[config.mk]
export PLATFORM = sky130hd
export DESIGN_NAME = brr_adpcm_decoder_unit
export DESIGN_NICKNAME = d
export VERILOG_FILES = /design/src/rtl/brr_pkg.sv /design/src/rtl/brr_front.sv /design/src/rtl/brr_job_queue.sv /design/src/rtl/brr_back.sv /design/src/rtl/brr_adpcm_decoder_unit.sv
export SDC_FILE = /design/constraint.sdc
export NUM_CORES = 1
export LEC_CHECK = 0
export ABC_AREA = 1
export BUFFER_PORTS_ARGS = -buffer_cell sky130_fd_sc_hd__buf_2
export CAP_MARGIN = 20
export CELL_PAD_IN_SITES_DETAIL_PLACEMENT = 1
export CELL_PAD_IN_SITES_GLOBAL_PLACEMENT = 1
export CORE_UTILIZATION = 46
export CTS_BUF_LIST = sky130_fd_sc_hd__clkbuf_4 sky130_fd_sc_hd__clkbuf_8
export DETAILED_ROUTE_END_ITERATION = 8
export HOLD_SLACK_MARGIN = 0.08
export PLACE_DENSITY_LB_ADDON = 0.15
export SYNTH_ARGS = -nofsm -noshare
export SYNTH_HDL_FRONTEND = slang
export SYNTH_HIERARCHICAL = 1
export SYNTH_SLANG_ARGS = --single-unit
[constraint.sdc]
create_clock -name clk -period 7.21 [get_ports clk]
set_input_delay 0.721 -clock clk [delete_from_list [all_inputs] [get_ports clk]]
set_output_delay 0.721 -clock clk [all_outputs]
set_load 0.02 [all_outputs]
[src/rtl/brr_pkg.sv]
// Shared types and constants for the block ADPCM decoder.
package brr_pkg;

  // Stop after this many blocks from sound start.
  localparam logic [12:0] MAX_BLOCKS = 13'd4096;

  // Queue between front and back.
  localparam int JQ_DEPTH = 4;
  localparam int JQ_AW    = $clog2(JQ_DEPTH);

  // Result queue at the output.
  localparam int OQ_DEPTH = 4;
  localparam int OQ_AW    = $clog2(OQ_DEPTH);

  // One data byte with the block context it decodes under.
  typedef struct packed {
    logic [7:0]  nibbles;
    logic [3:0]  shift;
    logic [1:0]  filter;
    logic        clear_hist;
    logic        end_now;
    logic        loop_now;
    logic [11:0] idx;
  } job_t;

  // One result word.
  typedef struct packed {
    logic signed [15:0] sample;
    logic               last;
    logic               sound_end;
    logic               loop_flag;
    logic [11:0]        block_index;
  } res_t;

endpackage

[src/rtl/brr_front.sv]
// Front end: parses headers, tracks block position and stop, issues data-byte jobs.
module brr_front (
  input  logic        clk,
  input  logic        rst,
  input  logic [7:0]  data_byte,
  input  logic        new_sound,
  input  logic        push,
  output logic        full,
  output brr_pkg::job_t job,
  output logic        job_push,
  input  logic        job_full
);
  import brr_pkg::*;

  logic [3:0]  pos, pos_next;
  logic [3:0]  hdr_shift, hdr_shift_next;
  logic [1:0]  hdr_filter, hdr_filter_next;
  logic        hdr_end, hdr_end_next;
  logic        hdr_loop, hdr_loop_next;
  logic [12:0] count, count_next;
  logic        stopped, stopped_next;
  logic        pend_clear, pend_clear_next;

  logic        accept;
  logic [3:0]  pos_eff;
  logic [12:0] count_eff;
  logic [12:0] count_inc;
  logic        stopped_eff;
  logic        clear_eff;
  logic        last_byte;
  logic        end_now;

  assign full   = job_full;
  assign accept = push && !job_full;

  always_comb begin
    pos_eff     = new_sound ? 4'd0  : pos;
    count_eff   = new_sound ? 13'd0 : count;
    stopped_eff = new_sound ? 1'b0  : stopped;
    clear_eff   = new_sound || pend_clear;
    count_inc   = count_eff + 13'd1;
    last_byte   = (pos_eff >= 4'd8);
    end_now     = last_byte && (hdr_end || (count_inc >= MAX_BLOCKS));

    pos_next        = pos;
    count_next      = count;
    stopped_next    = stopped;
    pend_clear_next = pend_clear;
    hdr_shift_next  = hdr_shift;
    hdr_filter_next = hdr_filter;
    hdr_end_next    = hdr_end;
    hdr_loop_next   = hdr_loop;
    job_push        = 1'b0;

    job.nibbles    = data_byte;
    job.shift      = hdr_shift;
    job.filter     = hdr_filter;
    job.clear_hist = clear_eff;
    job.end_now    = end_now;
    job.loop_now   = end_now && hdr_end && hdr_loop;
    job.idx        = count_eff[11:0];

    if (accept) begin
      pos_next        = pos_eff;
      count_next      = count_eff;
      stopped_next    = stopped_eff;
      pend_clear_next = clear_eff;
      if (!stopped_eff) begin
        if (pos_eff == 4'd0) begin
          hdr_shift_next  = data_byte[7:4];
          hdr_filter_next = data_byte[3:2];
          hdr_loop_next   = data_byte[1];
          hdr_end_next    = data_byte[0];
          pos_next        = 4'd1;
        end else begin
          job_push        = 1'b1;
          pend_clear_next = 1'b0;
          if (last_byte) begin
            pos_next     = 4'd0;
            count_next   = count_inc;
            stopped_next = end_now;
          end else begin
            pos_next = pos_eff + 4'd1;
          end
        end
      end
    end
  end

  always_ff @(posedge clk) begin
    if (rst) begin
      pos        <= '0;
      count      <= '0;
      stopped    <= 1'b0;
      pend_clear <= 1'b0;
      hdr_shift  <= '0;
      hdr_filter <= '0;
      hdr_end    <= 1'b0;
      hdr_loop   <= 1'b0;
    end else begin
      pos        <= pos_next;
      count      <= count_next;
      stopped    <= stopped_next;
      pend_clear <= pend_clear_next;
      hdr_shift  <= hdr_shift_next;
      hdr_filter <= hdr_filter_next;
      hdr_end    <= hdr_end_next;
      hdr_loop   <= hdr_loop_next;
    end
  end

endmodule

[src/rtl/brr_job_queue.sv]
// Short job queue that decouples the front end from the sample datapath.
module brr_job_queue (
  input  logic          clk,
  input  logic          rst,
  input  logic          wr,
  input  brr_pkg::job_t wr_job,
  output logic          q_full,
  input  logic          rd,
  output brr_pkg::job_t rd_job,
  output logic          q_valid
);
  import brr_pkg::*;

  job_t             mem [JQ_DEPTH];
  logic [JQ_AW-1:0] wr_ptr, rd_ptr;
  logic [JQ_AW:0]   cnt;
  logic             do_wr, do_rd;

  assign q_full  = (cnt == (JQ_AW+1)'(JQ_DEPTH));
  assign q_valid = (cnt != '0);
  assign rd_job  = mem[rd_ptr];
  assign do_wr   = wr && !q_full;
  assign do_rd   = rd && q_valid;

  always_ff @(posedge clk) begin
    if (do_wr) mem[wr_ptr] <= wr_job;
  end

  always_ff @(posedge clk) begin
    if (rst) begin
      wr_ptr <= '0;
      rd_ptr <= '0;
      cnt    <= '0;
    end else begin
      if (do_wr) wr_ptr <= wr_ptr + 1'b1;
      if (do_rd) rd_ptr <= rd_ptr + 1'b1;
      case ({do_wr, do_rd})
        2'b10:   cnt <= cnt + 1'b1;
        2'b01:   cnt <= cnt - 1'b1;
        default: cnt <= cnt;
      endcase
    end
  end

endmodule

[src/rtl/brr_back.sv]
// Back end: history, result queue; one sample per cycle from jobs while not full.
module brr_back (
  input  logic               clk,
  input  logic               rst,
  input  brr_pkg::job_t      job,
  input  logic               job_valid,
  output logic               job_pop,
  output logic signed [15:0] sample,
  output logic               last,
  output logic               sound_end,
  output logic               loop_flag,
  output logic [11:0]        block_index,
  output logic               empty,
  input  logic               pop
);
  import brr_pkg::*;

  logic signed [15:0] prior, older;
  logic               phase;

  res_t               oq [OQ_DEPTH];
  logic [OQ_AW-1:0]   wr_ptr, rd_ptr;
  logic [OQ_AW:0]     cnt;
  logic               oq_full;
  logic               go;
  logic               do_rd;

  logic [3:0]         nib;
  logic signed [20:0] n_w, delta, p_w, q_w, pred, sum;
  logic signed [20:0] p3, p13, q3;
  logic signed [15:0] s;
  res_t               res;

  assign oq_full = (cnt == (OQ_AW+1)'(OQ_DEPTH));
  assign empty   = (cnt == '0);
  assign go      = job_valid && !oq_full;
  assign job_pop = go && phase;
  assign do_rd   = pop && !empty;

  always_comb begin
    nib = phase ? job.nibbles[3:0] : job.nibbles[7:4];
    n_w = {{17{nib[3]}}, nib};
    if (job.shift <= 4'd12) delta = (n_w <<< job.shift) >>> 1;
    else                    delta = nib[3] ? -21'sd2048 : 21'sd0;

    // history clears on the first sample after a new sound
    if (job.clear_hist && !phase) begin
      p_w = '0;
      q_w = '0;
    end else begin
      p_w = {{5{prior[15]}}, prior};
      q_w = {{5{older[15]}}, older};
    end
    p3  = (p_w <<< 1) + p_w;
    p13 = (p_w <<< 3) + (p_w <<< 2) + p_w;
    q3  = (q_w <<< 1) + q_w;

    case (job.filter)
      2'd1:    pred = p_w + ((-p_w) >>> 4);
      2'd2:    pred = (p_w <<< 1) + ((-p3) >>> 5) - q_w + (q_w >>> 4);
      2'd3:    pred = (p_w <<< 1) + ((-p13) >>> 6) - q_w + (q3 >>> 4);
      default: pred = '0;
    endcase

    sum = pred + delta;
    if (sum > 21'sd32767)       s = 16'sh7fff;
    else if (sum < -21'sd32768) s = -16'sh8000;
    else                        s = sum[15:0];

    res.sample      = s;
    res.last        = phase;
    res.sound_end   = phase && job.end_now;
    res.loop_flag   = phase && job.loop_now;
    res.block_index = job.idx;
  end

  always_ff @(posedge clk) begin
    if (go) oq[wr_ptr] <= res;
  end

  always_ff @(posedge clk) begin
    if (rst) begin
      older <= '0;
      prior <= '0;
    end else if (go) begin
      older <= p_w[15:0];
      prior <= s;
    end
  end

  always_ff @(posedge clk) begin
    if (rst) begin
      phase  <= 1'b0;
      wr_ptr <= '0;
      rd_ptr <= '0;
      cnt    <= '0;
    end else begin
      if (go) begin
        phase  <= !phase;
        wr_ptr <= wr_ptr + 1'b1;
      end
      if (do_rd) rd_ptr <= rd_ptr + 1'b1;
      case ({go, do_rd})
        2'b10:   cnt <= cnt + 1'b1;
        2'b01:   cnt <= cnt - 1'b1;
        default: cnt <= cnt;
      endcase
    end
  end

  assign sample      = oq[rd_ptr].sample;
  assign last        = oq[rd_ptr].last;
  assign sound_end   = oq[rd_ptr].sound_end;
  assign loop_flag   = oq[rd_ptr].loop_flag;
  assign block_index = oq[rd_ptr].block_index;

endmodule

[src/rtl/brr_adpcm_decoder_unit.sv]
// Top level of the block ADPCM decoder: front end, job queue, sample back end.
// Flow: an accepted data byte goes into the job queue, and the back end writes
//   its two samples to the result queue in turn; header bytes produce no word.
// Throughput: one byte per cycle into the front while full is low; the back end
//   makes one sample per cycle unless stalled, and each data byte needs two.
// Reset: rst is synchronous, active high; clears position, history and queues.
module brr_adpcm_decoder_unit (
  input  logic               clk,
  input  logic               rst,
  input  logic [7:0]         data_byte,
  input  logic               new_sound,
  input  logic               push,
  output logic               full,
  output logic signed [15:0] sample,
  output logic               last,
  output logic               sound_end,
  output logic               loop_flag,
  output logic [11:0]        block_index,
  output logic               empty,
  input  logic               pop
);
  import brr_pkg::*;

  // front -> queue
  job_t in_job;
  logic in_job_push;
  logic jq_full;

  // queue -> back
  job_t head_job;
  logic head_valid;
  logic head_pop;

  // Front: header parse, block position, block cap and stop handling.
  // Stopped bytes are swallowed here and never reach the queue.
  brr_front u_front (
    .clk       (clk),
    .rst       (rst),
    .data_byte (data_byte),
    .new_sound (new_sound),
    .push      (push),
    .full      (full),
    .job       (in_job),
    .job_push  (in_job_push),
    .job_full  (jq_full)
  );

  // Decoupling queue; full back-pressures the input side.
  brr_job_queue u_jq (
    .clk     (clk),
    .rst     (rst),
    .wr      (in_job_push),
    .wr_job  (in_job),
    .q_full  (jq_full),
    .rd      (head_pop),
    .rd_job  (head_job),
    .q_valid (head_valid)
  );

  // Back: two serial samples per job, history kept here, result queue at the port.
  brr_back u_back (
    .clk         (clk),
    .rst         (rst),
    .job         (head_job),
    .job_valid   (head_valid),
    .job_pop     (head_pop),
    .sample      (sample),
    .last        (last),
    .sound_end   (sound_end),
    .loop_flag   (loop_flag),
    .block_index (block_index),
    .empty       (empty),
    .pop         (pop)
  );

endmodule

# After elaboration in Yosys (flattened, before gate mapping)
# Memories as Yosys holds them, arrays and structs flattened. A register that Yosys moved wholly into a read port is not among the register bits.
# Index checks and enable logic that the tools add are counted.
[op_classes]
add_sub_neg = 25
magnitude_cmp = 5
n_eq_ne = 9
n_shift = 1
muxes = 35
n_bitwise = 1
n_reduce_logical = 24
[op_table]
columns = ["operator", "n"]
rows = [
  ["$add A21 B21 Y21", 5],
  ["$mux W21", 4],
  ["$add A21 B17 Y21", 3],
  ["$neg A21 Y21", 3],
  ["$pmux W21 S3", 1],
  ["$mux W13", 4],
  ["$sub A21 B21 Y21", 2],
  ["$mux W16", 2],
  ["$add A21 B15 Y21", 1],
  ["$add A21 B16 Y21", 1],
  ["$gt A21 B16 Y1 const B", 1],
  ["$lt A21 B16 Y1 const B", 1],
  ["$sshl A4 B4 Y21", 1],
  ["$mux W4", 5],
  ["$add A13 B1 Y13 const B", 1],
  ["$ge A13 B13 Y1 const B", 1],
  ["$mux W1", 13],
  ["$logic_and A1 B1 Y1", 12],
  ["$pmux W3 S2", 2],
  ["$add A2 B1 Y2 const B", 4],
  ["$eq A2 B2 Y1 const B", 4],
  ["$mux W2", 4],
  ["$add A3 B1 Y3 const B", 2],
  ["$eq A2 B1 Y1 const B", 3],
  ["other kinds (13)", 20],
]
[totals]
regBits = 74
mem_bits_rw = 240
in_bits = 13
out_inout_bits = 33
word_cells = 119
memories = 2
[mem_list]
columns = ["memory", "words", "word_bits", "read_ports", "rd_clocked_by_memory_dff", "write_ports", "line", "rtl"]
rows = [
  ["u_back.oq", 4, 31, 1, 1, 1, "brr_back.sv:21", "res_t oq [OQ_DEPTH];"],
  ["u_jq.mem", 4, 29, 1, 1, 1, "brr_job_queue.sv:14", "job_t mem [JQ_DEPTH];"],
]

# Depth between registers and ports, before layout
[depth]
depth_word = 14
mapped_depth = 56
depth_no_buf = 52

# Cells and area by module
# The synthesis kept the hierarchy.
[modules_own_cells]
columns = ["mod", "instances", "cells_each", "area_each_um2", "seq_area_each_um2"]
rows = [
  ["brr_back", 1, 1887, 15255.9, 4564.4],
  ["brr_job_queue", 1, 350, 5093.6, 3663.5],
  ["brr_front", 1, 243, 1729.2, 540.5],
]

# Worst setup path before layout
# OpenSTA, ideal clock, no wires.
[synth_timing]
path_type = "register to register"
start = "reg (tool-made name)"
end = "mem u_back/oq[0][15] in the netlist's numbering, data pin"
setup_time_ns = 0.268
t_arrival_ns = 7.602
t_required_ns = 6.942
setup_slack_ns = -0.660
path_stages_with_launch = 47
n_path_buf = 4
period_less_slack_ns = 7.870
cell_sequence = "dfxtp_1 inv_2 buf_6 buf_12 nor2_4 o22ai_2 inv_2 nor2_8 buf_1 nor2_1 ha_1 a21oi_1 nand2_1 a21o_1 a21o_1 a21o_1 nand3_1 nand2_1 [... 11 more ...] o21ai_0 or2_2 nand3_1 o211ai_1 ha_1 nand2_1 nor4_1 nand4_1 nand3_1 nand3_1 nand2_1 xor2_1 inv_1 nand2_4 nand2_4 nand2_2 buf_2 nand2_1"
[synth_rtl]
columns = ["item", "line"]
rows = [
  ["to (decl)", "brr_back.sv:21"],
]

==> results.py <==
metrics = {
    "status": {
        "outcome": "complete, but fails checks",
        "failed_checks": "setup timing",
    },
    "clock_network": {
        "clk_pin_slew_ns": 0.06,
        "h-tree-depth": 2,
        "cts_tree": "built",
        "clkLatencyLatePin_ns": 0.61,
        "root_buffer": "clkbuf_8",
        "numClockSinks": 318,
        "clockBufferDepth": 3,
        "cts_made_buffers": 52,
        "hold_buffers": 0,
    },
    "critical_path": {
        "end_kind": "flip-flop",
        "path_delay_family": "adder cells",
        "crit_buf_inv": 9,
        "crit_arrival_ns": 8.30,
        "cp_common_cell": "buf_4",
        "crit_path_top_delay_cell": "fa_1",
        "crit_required_ns": 7.57,
        "criticalPathCategory": "reg -> reg",
        "cpPeakStageDelay_ns": 0.45,
        "cp_max_fo": 6,
        "start_kind": "flip-flop",
    },
    "logic_synthesis": {
        "synth_warnings": 6,
        "syn_area_per_cell_sq_um": 8.90,
        "ys_async_sr_fraction_pct": 0,
        "synth-edff-count": 240,
        "seq_area_frac_synth_pct": 39.7,
        "yosys.cell_types.count": 66,
        "ys.flop_type": "edfxtp_1",
        "synth_common_cells": "nand2_1, inv_1, nor2_1",
        "syn_area_sq_um": 22100,
        "synth_top_area_share_pct": 32.6,
        "yosys.area.top_type": "edfxtp_1",
        "synth_cells": 2480,
        "synthTopCellsByArea": "edfxtp_1, ha_1, dfxtp_1",
        "synth-seq-cells": 318,
        "yosysMostFrequentCell": "nand2_1",
        "synth_nets": 2727,
    },
    "timing": {
        "clock_skew_ns": 0.0395,
        "rsz0062_at_grt": "yes",
        "setup_ws_ns": -0.726,
        "fmax_mhz": 126,
        "setup_viol_count_final": 80,
        "layout_min_cycle_time_ns": 7.94,
        "worst_pin_slew_ns": 1.10,
        "slew_violations": 0,
        "setup_tns_ns": -54.88,
        "hold_viol_final": 0,
        "post-route-period-util_pct": 110,
        "slew_headroom_pct": 26.3,
    },
    "placed_design": {
        "hpwlAfterDp_um": 56500,
        "place_ws_ns": -1.21,
        "port_buffers": 45,
        "postPlaceCellArea_sq_um": 26000,
        "gp_congestion": 0.923,
    },
    "detailed_routing": {
        "drc": 0,
        "viasPerCell": 5.57,
        "wire_per_inst_um": 21.9,
        "totalWireLength_um": 78400,
        "firstDrtPassIters": 5,
        "drtAntennaViolNets": 0,
        "vias": 20000,
        "drtIter0Drc": 1349,
    },
    "floorplanning": {
        "core_area_sq_um": 47000,
        "die_h_um": 221,
        "pin_count": 46,
        "dieArea_sq_um": 48900,
        "die_w_um": 221,
        "initial_utilization_pct": 47.0,
        "row_count": 79,
    },
    "hold_path": {
        "min_path_type": "in -> reg",
    },
    "global_route": {
        "grt_max_degree": 64,
        "antenna_found_initial": 2,
        "track_usage_pct": 31.1,
        "grt_pass1_vias": 21200,
        "grt_overflow": 0,
        "grt_pass1_wl_um": 119000,
    },
    "layout": {
        "fin_area_sq_um": 28900,
        "final_layout_size_suffix_gt1_share_pct": 32.9,
        "finish.utilization_pct": 61.6,
        "layout.nets": 3182,
        "synthToLayoutAreaGrowth_pct": 31.0,
        "antenna_cells": 0,
    },
    "flow_run": {
        "cap_violations": 0,
    },
}
-- registers in the layout, summed over array words and instances (netlist names), named ones only --
name / cells
u_front/hdr_filter: 2
u_back/cnt: 3
u_jq/wr_ptr: 2
u_back/phase: 1
u_front/hdr_shift: 4
u_front/hdr_loop: 1
u_back/wr_ptr: 2
u_back/rd_ptr: 2
u_back/oq: 124
u_jq/rd_ptr: 2
u_jq/cnt: 3
u_jq/mem: 116
u_front/pos: 4
u_front/hdr_end: 1
u_front/pend_clear: 1
u_front/count: 13
u_front/stopped: 1
u_back/prior: 16
u_back/older: 16
-- stage by stage --
step	instances	hold WS, ns
after floorplan	2480	0.423
after global placement	3424	0.439
after detailed placement	3424	0.463
after CTS	3563	0.303
after global routing	3586	0.317
final	3586	0.342
-- cell usage in the layout (no fill, tap or decap), types with 10 or more instances in the layout --
cell type and count:
buf_4 405, inv_1 303, nand2_1 292, edfxtp_1 240, nor2_1 226, o21ai_0 211, a21oi_1 153, ha_1 128
dfxtp_1 75, nand3_1 67, fa_1 59, clkbuf_8 54, nor2_4 46, xor2_1 46, buf_2 45, nand2_2 45
ha_4 42, o22ai_1 40, nand2_4 33, nor2_2 31, nand3_2 30, xnor2_1 30, a21oi_2 28, inv_2 24
o21ai_2 24, o21ai_1 23, o22ai_2 19, clkinv_1 16, nand4_1 15, clkbuf_4 14, buf_6 14, a21o_1 12
nand2_8 11, a21oi_4 11, clkinv_2 10, nor3_1 10, o211ai_1 10
-- logic make-up (layout without fill, tap and decap cells) --
family                     count (synthesis)  after routing  share of synthesized area (%)
and+or+nand+nor                          840            841                           18.5
AOI/OAI and AO/OA                        588            588                           15.2
buffers and inverters                    413            911                           7.84
DFF                                      318            318                           39.7
adders and majority gates                234            234                           15.3
xor gates and xnor gates                  85             85                           3.37
muxes                                      2              2                         0.0907
-- metal layers --
metal | global-route usage, % | routed length [um] | vias up
met3 | 3.31 | 3590 | 153
li1 | - | - | 9325
met4 | 9.56 | 2730 | 2
met2 | 52.6 | 37500 | 523
met5 | 0 | 13 | -
met1 | 42.0 | 34600 | 9970
-- path summary, 6_finish.rpt --
path                         start          endpoint  slack, ns  depth (start not counted)
hold / removal        data_byte[4]   u_jq/mem[1][25]       0.34                          1
setup / recovery         flip-flop  u_back/oq[0][20]      -0.73                         42
hold reg to reg   u_back/rd_ptr[1]  u_back/rd_ptr[1]       0.47                          2
setup reg to reg         flip-flop  u_back/oq[0][20]      -0.73                         42
-- area by class of cell --
type | count | area (sq um)
Tap cell | 607 | 759
Multi-Input combinational cell | 1750 | 13400
Timing Repair Buffer | 476 | 3690
Fill cell | 5309 | 18000
Sequential cell | 318 | 8770
Clock inverter | 30 | 184
Clock buffer | 68 | 848
Inverter | 337 | 1290
-- repair_timing --
item,CTS,global route
gates cloned,3,1
resized for setup,179,106
pin swaps,89,92
setup endpoints to repair,80,80
buffers inserted,38,22
Power is not shown: default switching activity piles up to over one toggle a cycle in this logic, so the estimate is an artifact.
